[config.mk]
export PLATFORM = sky130hd
export DESIGN_NAME = fsexg_div
export DESIGN_NICKNAME = d
export VERILOG_FILES = /design/src/rtl/feature_similarity_exp_grad_defines.svh /design/src/rtl/fsexg_pkg.sv /design/src/rtl/fsexg_div.sv
export SDC_FILE = /design/constraint.sdc
export NUM_CORES = 1
export LEC_CHECK = 0
export ABC_AREA = 1
export BUFFER_PORTS_ARGS = -buffer_cell sky130_fd_sc_hd__buf_2
export CORE_ASPECT_RATIO = 1.5
export CORE_MARGIN = 3
export CORE_UTILIZATION = 40
export DETAILED_ROUTE_END_ITERATION = 10
export SETUP_SLACK_MARGIN = 0.3
export SLEW_MARGIN = 20
export SYNTH_ARGS = -nofsm -noshare
export SYNTH_HDL_FRONTEND = slang
export SYNTH_SLANG_ARGS = --single-unit
[constraint.sdc]
create_clock -name clock -period 8.48 [get_ports clock]
set_input_delay 0.424 -clock clock [delete_from_list [all_inputs] [get_ports clock]]
set_output_delay 0.424 -clock clock [all_outputs]
set_load 0.05 [all_outputs]
[src/rtl/feature_similarity_exp_grad_defines.svh]
// ----------------------------------------------------------------------------
// Feature similarity assertion macros
// Shared assertion forms for the feature similarity block.
// ----------------------------------------------------------------------------
`ifndef FEATURE_SIMILARITY_EXP_GRAD_DEFINES_SVH
`define FEATURE_SIMILARITY_EXP_GRAD_DEFINES_SVH

// Consequent must hold in the same cycle as the antecedent.
`define FSEXG_ASSERT_SAME(label, clk, rst, ante, cons) \
   label: assert property (@(posedge clk) disable iff (rst) (ante) |-> (cons)) \
      else $error("fsexg check failed");

// Consequent must hold in the cycle after the antecedent.
`define FSEXG_ASSERT_NEXT(label, clk, rst, ante, cons) \
   label: assert property (@(posedge clk) disable iff (rst) (ante) |=> (cons)) \
      else $error("fsexg check failed");

`endif

[src/rtl/fsexg_pkg.sv]
// ----------------------------------------------------------------------------
// Feature similarity package
// Request and response types, operation and status codes, and the
// fixed-point constants of the exponential approximation.
// ----------------------------------------------------------------------------
package fsexg_pkg;

   localparam logic [1:0] OP_FWD  = 2'd0;
   localparam logic [1:0] OP_BWD  = 2'd1;
   localparam logic [1:0] OP_READ = 2'd2;
   localparam logic [1:0] OP_NONE = 2'd3;

   localparam logic [1:0] ST_OK         = 2'd0;
   localparam logic [1:0] ST_ZERO_SCALE = 2'd1;
   localparam logic [1:0] ST_SAT        = 2'd2;

   localparam int DIV_NUM_W = 48;
   localparam int DIV_DEN_W = 31;

   localparam logic signed [39:0] LOG2E_Q16 = 40'sd94548;
   localparam logic signed [39:0] EXP_BIAS  = 40'sd137438953472;

   typedef struct packed {
      logic [1:0]         operation;
      logic signed [15:0] first_feature;
      logic signed [15:0] second_feature;
      logic signed [15:0] channel_scale;
      logic signed [15:0] upstream_grad;
      logic [7:0]         channel_index;
   } req_type;

   typedef struct packed {
      logic [31:0]        similarity;
      logic signed [31:0] grad_first;
      logic signed [31:0] grad_second;
      logic signed [47:0] scale_grad;
      logic [1:0]         status;
   } rsp_type;

   typedef struct packed {
      logic                 start;
      logic [DIV_NUM_W-1:0] num;
      logic [DIV_DEN_W-1:0] den;
   } div_req_type;

   typedef struct packed {
      logic                 done;
      logic [DIV_NUM_W-1:0] quo;
   } div_rsp_type;

   function automatic logic [31:0] exp_coef(input logic [2:0] k);
      logic [31:0] c;
      unique case (k)
         3'd0:    c = 32'd1073741824;
         3'd1:    c = 32'd744261118;
         3'd2:    c = 32'd257941248;
         3'd3:    c = 32'd59597083;
         3'd4:    c = 32'd10327388;
         3'd5:    c = 32'd1431680;
         3'd6:    c = 32'd165394;
         default: c = 32'd0;
      endcase
      return c;
   endfunction

endpackage

[src/rtl/fsexg_div.sv]
// ----------------------------------------------------------------------------
// Shared divider
// Unsigned restoring divider, one quotient bit per cycle.
// ----------------------------------------------------------------------------
module fsexg_div (
   input  logic                    clock,
   input  logic                    reset,
   input  fsexg_pkg::div_req_type  div_req,
   output fsexg_pkg::div_rsp_type  div_rsp
);
   import fsexg_pkg::*;

   logic                 busy_ff;
   logic                 done_ff;
   logic [5:0]           cnt_ff;
   logic [DIV_DEN_W-1:0] rem_ff;
   logic [DIV_DEN_W-1:0] den_ff;
   logic [DIV_NUM_W-1:0] quo_ff;
   logic [DIV_DEN_W:0]   trial_w;
   logic                 fits_w;
   logic [DIV_DEN_W:0]   diff_w;

   assign trial_w = {rem_ff, quo_ff[DIV_NUM_W-1]};
   assign fits_w  = trial_w >= {1'b0, den_ff};
   assign diff_w  = trial_w - {1'b0, den_ff};

   always_ff @(posedge clock) begin
      if (reset) begin
         busy_ff <= 1'b0;
         done_ff <= 1'b0;
         cnt_ff  <= 6'd0;
      end else begin
         done_ff <= 1'b0;
         if (div_req.start) begin
            busy_ff <= 1'b1;
            cnt_ff  <= 6'd0;
            rem_ff  <= '0;
            den_ff  <= div_req.den;
            quo_ff  <= div_req.num;
         end else if (busy_ff) begin
            rem_ff <= fits_w ? diff_w[DIV_DEN_W-1:0] : trial_w[DIV_DEN_W-1:0];
            quo_ff <= {quo_ff[DIV_NUM_W-2:0], fits_w};
            cnt_ff <= cnt_ff + 6'd1;
            if (cnt_ff == 6'(DIV_NUM_W - 1)) begin
               busy_ff <= 1'b0;
               done_ff <= 1'b1;
            end
         end
      end
   end

   assign div_rsp.done = done_ff;
   assign div_rsp.quo  = quo_ff;

endmodule

==> results of run 1 <==
stage by stage:
stage	utilization [%]	hold slack [ns]	total power [mW]
floorplan	-	0.470	1.21
global placement	45.8	0.487	1.35
detailed placement	45.8	0.498	1.35
CTS	49.2	0.149	2.12
global route	49.2	0.155	2.22
finish	49.2	0.168	2.10
cell families (layout without fill, tap and decap cells):
kind of cell,Yosys count,count (layout),share of synthesized area [%]
compound gates,49,49,4.15
xor+xnor,14,14,1.64
fa+ha+maj,33,33,5.63
buf+inv,176,319,9.83
flops,118,118,46.3
simple gates,577,577,32.4
final timing paths:
kind	start	slack, ns	depth (start not counted)	to
max	div_req[79]	5.61	6	rem_ff[19]
min	div_req[28]	0.17	1	den_ff[28]
max reg2reg	quo_ff[47]	5.79	15	rem_ff[24]
min reg2reg	cnt_ff[0]	0.51	2	cnt_ff[0]
power groups by stage:
stage	combinational, mW	clock (mW)	sequential (mW)
after floorplan	0.395	0	0.818
after global placement	0.593	0	0.754
after detailed placement	0.598	0	0.753
after CTS	0.601	0.773	0.743
after global routing	0.671	0.796	0.750
final	0.596	0.757	0.743
layout make-up:
class                           count  area, µm²
Timing Repair Buffer              133        673
Sequential cell                   118       3460
Fill cell                        1899       9220
Tap cell                          248        310
Clock inverter                     10        104
Clock buffer                       22        518
Inverter                          154        583
Multi-Input combinational cell    673       3290
metal layers:
metal	global-route usage [%]	part of all wire [%]	wire length [µm]
met5	0	0	0
met4	9.58	4.0	772
met3	5.03	6.1	1170
met2	35.1	50	9700
met1	20.7	40	7640
state kept, by name, indices dropped and copies added, names as in the netlist:
| register | count |
|---|---|
| rem_ff | 31 |
| busy_ff | 1 |
| done_ff | 1 |
| den_ff | 31 |
| cnt_ff | 6 |
| quo_ff | 48 |
synthesized netlist by cell type, drive strengths merged (2+ instances only):
cell      n  area share (%)
buf       8             1.2
clkbuf   14            0.84
ha       32             5.4
dfxtp     8             2.1
and2      2            0.20
xor2     12             1.4
a21o      2            0.20
o21ai     4            0.32
nor3b     3            0.30
nor3      5            0.33
xnor2     2            0.23
nand3    34             2.4
nand4     5            0.42
edfxtp  110              44
nand3b   14             1.4
inv     154             7.8
nor2    119             7.0
o21bai   17             1.7
a21oi    23             1.6
nand2   394              20
worst max-delay path, cell delays in order:
cell and delay, ns:
buf_2 0.07, buf_4 0.54, inv_2 0.04, buf_4 0.34
o21ai_4 0.66, buf_4 0.75
==> qor.yml, run 1 <==
status: "finished clean"
crit_path_end_kind: "flip-flop"
dpl_cell_area_um2: 8320
preCtsSetupSlack_ns: 5.15
clk_path_buf_depth: 2
stdcell_count: 1358
cts_num_sinks: 118
io_buffer_count: 130
worstMarginPinSlew_ns: 1.00
grt_pass1_wl_um: 31400
postRouteAntennaNets: 0
tritoncts: "yes"
vias: 6330
grt_pass1_vias: 6519
antenna_found_initial: 0
p_seq_share_pct: 35.5
maxSlewViolCount: 0
syn_area_um2: 7470
p_clk_share_pct: 36.1
path_clk_slew_ns: 0.07
path_max_fanout: 68
synth_edf_count: 110
grt_max_degree: 69
ys_warn_count: 0
htree_levels: 4
p_sw_mw: 0.727
hold_class: "input pin to flip-flop"
routed_wl_um: 19300
dp_cells: 1326
syn_to_final_growth_pct: 19.7
powerDensity_nw_per_um2: 234
mostFrequentLayoutCells: "nand2_1 (388), inv_1 (151), buf_2 (130), edfxtp_1 (110), nor2_1 (94)"
dieArea_um2: 20400
drt_iter0_markers: 283
hpwl_um: 14400
grtUsageTotal_pct: 19.3
wl_per_cell_um: 14.2
clock-skew-final_ns: 0.0107
synth-seq-cells: 118
die_x_um: 118
viasPerCell: 4.66
ys_types: 42
n_antenna_cell: 0
routabilityCongestion: 0.871
io_pins: 131
gr-total-overflow: 0
nNetsFinal: 1212
syn_inst: 967
clk_latency_ns: 0.43
tns_ns: 0
start_util_pct: 41.1
worstSetupPathType: "input pin to flip-flop"
finalHoldViolations: 0
post_cts_buffers: 0
setup_ws_ns: 5.61
dr.pass1.iters: 5
crit_arrival_ns: 2.91
p_int_mw: 1.37
cts_root_buf: "clkbuf_16"
final_cell_area_um2: 8940
cp_data_required_time_ns: 8.53
ys_async_sr_fraction_pct: 0
cts-hold-fix-buffers: 0
critPathLaunchType: "input pin"
cts_resized: 0
period_share_pct: 33.8
p_comb_share_pct: 28.4
p_sw_share_pct: 34.7
die_h_um: 173
drc: 0
synth_nets: 1082
syn_area_per_cell_um2: 7.73
placementRows: 60
rsz0062_at_grt: "false"
max_slew_margin_pct: 33.2
ys_seq_area_share_pct: 46.3
p_leak_nw: 4.61
vdd_drop_max_uv: 145
numCtsBuffers: 17
final_common_cell: "nand2_1"
synth_flop_cell: "edfxtp_1"
min_period_ns: 2.87
maxCapViolations: 0
max_freq_ghz: 0.349
drive_above_1_share_pct: 18.6
core_area_um2: 18200
finalSetupViolations: 0
No activity file was read; power rests on OpenSTA's default activity.
==> inputs of run 2 (changes only) <==
==> constraint.sdc (replaced) <==
create_clock -name clock -period 2.31 [get_ports clock]
set_input_delay 0.1155 -clock clock [delete_from_list [all_inputs] [get_ports clock]]
set_output_delay 0.1155 -clock clock [all_outputs]
set_load 0.05 [all_outputs]
==> run 2 against run 1 <==
Effect of this change: global-route usage increased by 1.4 points; utilization up 9.3 points; critical path depth rose by 6; setup slack lost 5.5 ns; sequential cell count unchanged; final cell count is 8.9% higher; sequential power rose to 3.7 times the previous value; wire length increased by 12%; die area stayed put; clock power grew to 3.5 times the previous value; critical path type is now flip-flop to flip-flop; clock-buffer cell count decreased by 4.
==> qor.yml, run 2 (synthesized netlist as in run 1, its figures left out) <==
status: "finished clean"  # unchanged
grt_pass1_wl_um: 34000  # was 31400 µm
r2r-end: "rem_ff[10]"  # was rem_ff[24]
viasPerCell: 4.67  # was 4.66
final_cell_area_um2: 10600  # was 8940 µm²
numCtsBuffers: 17  # unchanged
grtUsageTotal_pct: 20.7  # was 19.3%
largest_reg_flops: 48  # unchanged
path_clk_slew_ns: 0.06  # was 0.07 ns
n_antenna_cell: 0  # unchanged
rsz0062_at_grt: "true"  # was false
gr-total-overflow: 0  # unchanged
regArea_um2: 3460  # unchanged
core_area_um2: 18200  # unchanged
rrSetupSlack_ns: 0.09  # was 5.79 ns
grt_max_degree: 68  # was 69
critPathLaunchType: "flip-flop"  # was input pin
routabilityCongestion: 0.927  # was 0.871
placementRows: 60  # unchanged
r2r_cells: 12  # was 15
drc: 0  # unchanged
holdPathEnd: "done_ff"  # was den_ff[28]
htree_levels: 4  # unchanged
die_x_um: 118  # unchanged
max_slew_margin_pct: 53.6  # was 33.2%
drt_iter0_markers: 349  # was 283
path_max_fanout: 8  # was 68
setup_ws_ns: 0.0878  # was 5.61 ns
vdd_drop_max_uv: 540  # was 145 µV
powerDensity_nw_per_um2: 774  # was 234 nW/µm²
r2r_start: "rem_ff[14]"  # was quo_ff[47]
fin_util_pct: 58.5  # was 49.2%
clk_latency_ns: 0.42  # was 0.43 ns
cp_data_required_time_ns: 2.59  # was 8.53 ns
worstSetupPathType: "flip-flop to flip-flop"  # was input pin to flip-flop
crit_path_end_kind: "flip-flop"  # unchanged
mostFrequentLayoutCells: "nand2_1 (366), inv_1 (147), buf_2 (130), edfxtp_1 (110), nor2_1 (82)"  # was nand2_1 (388), inv_1 (151), buf_2 (130), edfxtp_1 (110), nor2_1 (94)
clk_path_buf_depth: 2  # unchanged
dr.pass1.iters: 5  # unchanged
drive_above_1_share_pct: 26.3  # was 18.6%
io_pins: 131  # unchanged
cts_root_buf: "clkbuf_16"  # unchanged
period_share_pct: 96.2
io_buffer_count: 130  # unchanged
max_freq_ghz: 0.450
dpl_cell_area_um2: 8480  # was 8320 µm²
regMostFlops: "quo_ff"  # unchanged
nNetsFinal: 1333  # was 1212
finalHoldViolations: 0  # unchanged
min_path_cells: 4  # was 1
finalSetupViolations: 0  # unchanged
clock-skew-final_ns: 0.00898  # was 0.0107 ns
crit_arrival_ns: 2.50  # was 2.91 ns
tritoncts: "yes"  # unchanged
worstMarginPinSlew_ns: 0.693  # was 1.00 ns
min-delay-start: "reset"  # was div_req[28]
wl_per_cell_um: 14.5  # was 14.2 µm
vias: 6909  # was 6330
cts_num_sinks: 118  # unchanged
routed_wl_um: 21500  # was 19300 µm
multi_input_area_um2: 3820  # was 3290 µm²
antenna_found_initial: 0  # unchanged
p_leak_nw: 5.18  # was 4.61 nW
dieArea_um2: 20400  # unchanged
fillers: 1680  # was 1899
grt_pass1_vias: 6967  # was 6519
die_h_um: 173  # unchanged
hold_class: "input pin to flip-flop"  # unchanged
syn_to_final_growth_pct: 42.3  # was 19.7%
final_common_cell: "nand2_1"  # unchanged
start_util_pct: 41.1  # unchanged
maxSlewViolCount: 0  # unchanged
postRouteAntennaNets: 0  # unchanged
largest_registers: "quo_ff: 48 flops, den_ff: 31 flops, rem_ff: 31 flops"  # unchanged
preCtsSetupSlack_ns: 0.0372  # was 5.15 ns
maxCapViolations: 0  # unchanged
hpwl_um: 14700  # was 14400 µm
min_period_ns: 2.22
holdWs_ns: 0.165  # was 0.168 ns
[run 2: worst max-delay path by stage]
stage	to	slack [ns]	depth (start not counted)	start
after floorplan	rem_ff[0]	-0.17	16	quo_ff[47]
after global placement	rem_ff[0]	0.05	12	rem_ff[14]
after detailed placement	rem_ff[4]	0.04	12	rem_ff[18]
after CTS	rem_ff[25]	0.12	14	den_ff[0]
after global routing	rem_ff[4]	-0.02	14	rem_ff[6]
final	rem_ff[10]	0.09	12	rem_ff[14]
[run 2: power breakdown]
part           leakage [nW]  switching (mW)  internal, mW  total, mW
Combinational          3.77            1.71          1.13       2.85
Sequential             1.13           0.139          2.61       2.75
Clock                 0.281            1.10          1.54       2.63
Total                  5.18            2.95          5.28       8.23
[run 2: per-layer routing]
layer	GRT usage (%)	part of all wire, %	vias up
met4	7.29	3.3	0
met3	4.54	5.1	38
met2	39.0	53	198
met1	22.8	39	3148
li1	-	-	3525
met5	0	0	-
[run 2: worst max-delay path, cell delays in order (launching register included)]
cell and delay, ns:
edfxtp_1 0.43, ha_4 0.31, nand2_2 0.08, buf_12 0.14, nor2_4 0.14, and2_4 0.17
nand3_1 0.08, nand3_2 0.11, nand2_4 0.12, nand2_8 0.17, buf_8 0.15, o21bai_1 0.08
nor2_1 0.10
[run 2: layout make-up]
type | count | share of cell area [%]
Multi-Input combinational cell | 675 | 36.0
Clock inverter | 14 | 1.32
Timing Repair inverter | 2 | 0.212
Tap cell | 248 | 2.92
Inverter | 154 | 5.73
Sequential cell | 118 | 32.6
Timing Repair Buffer | 250 | 17.1
Clock buffer | 18 | 4.13
[run 2: repair_timing]
action | in CTS | in global routing
gates cloned | 1 | 4
pin swaps | 8 | 19
hold buffers | 79 | 0
gates resized for setup | 42 | 50
setup endpoints to repair | 32 | 32
setup buffers | 5 | 17
endpoints found under the hold margin | 79 | 0
[run 2: stage by stage]
stage	power (mW)	cells	setup TNS [ns]
2_1_floorplan	4.44	967	-4.16
3_3_place_gp	5.00	1341	0
3_5_place_dp	5.01	1341	0
4_1_cts	7.95	1458	0
5_1_grt	8.66	1479	-0.154
6_report	8.23	1479	0
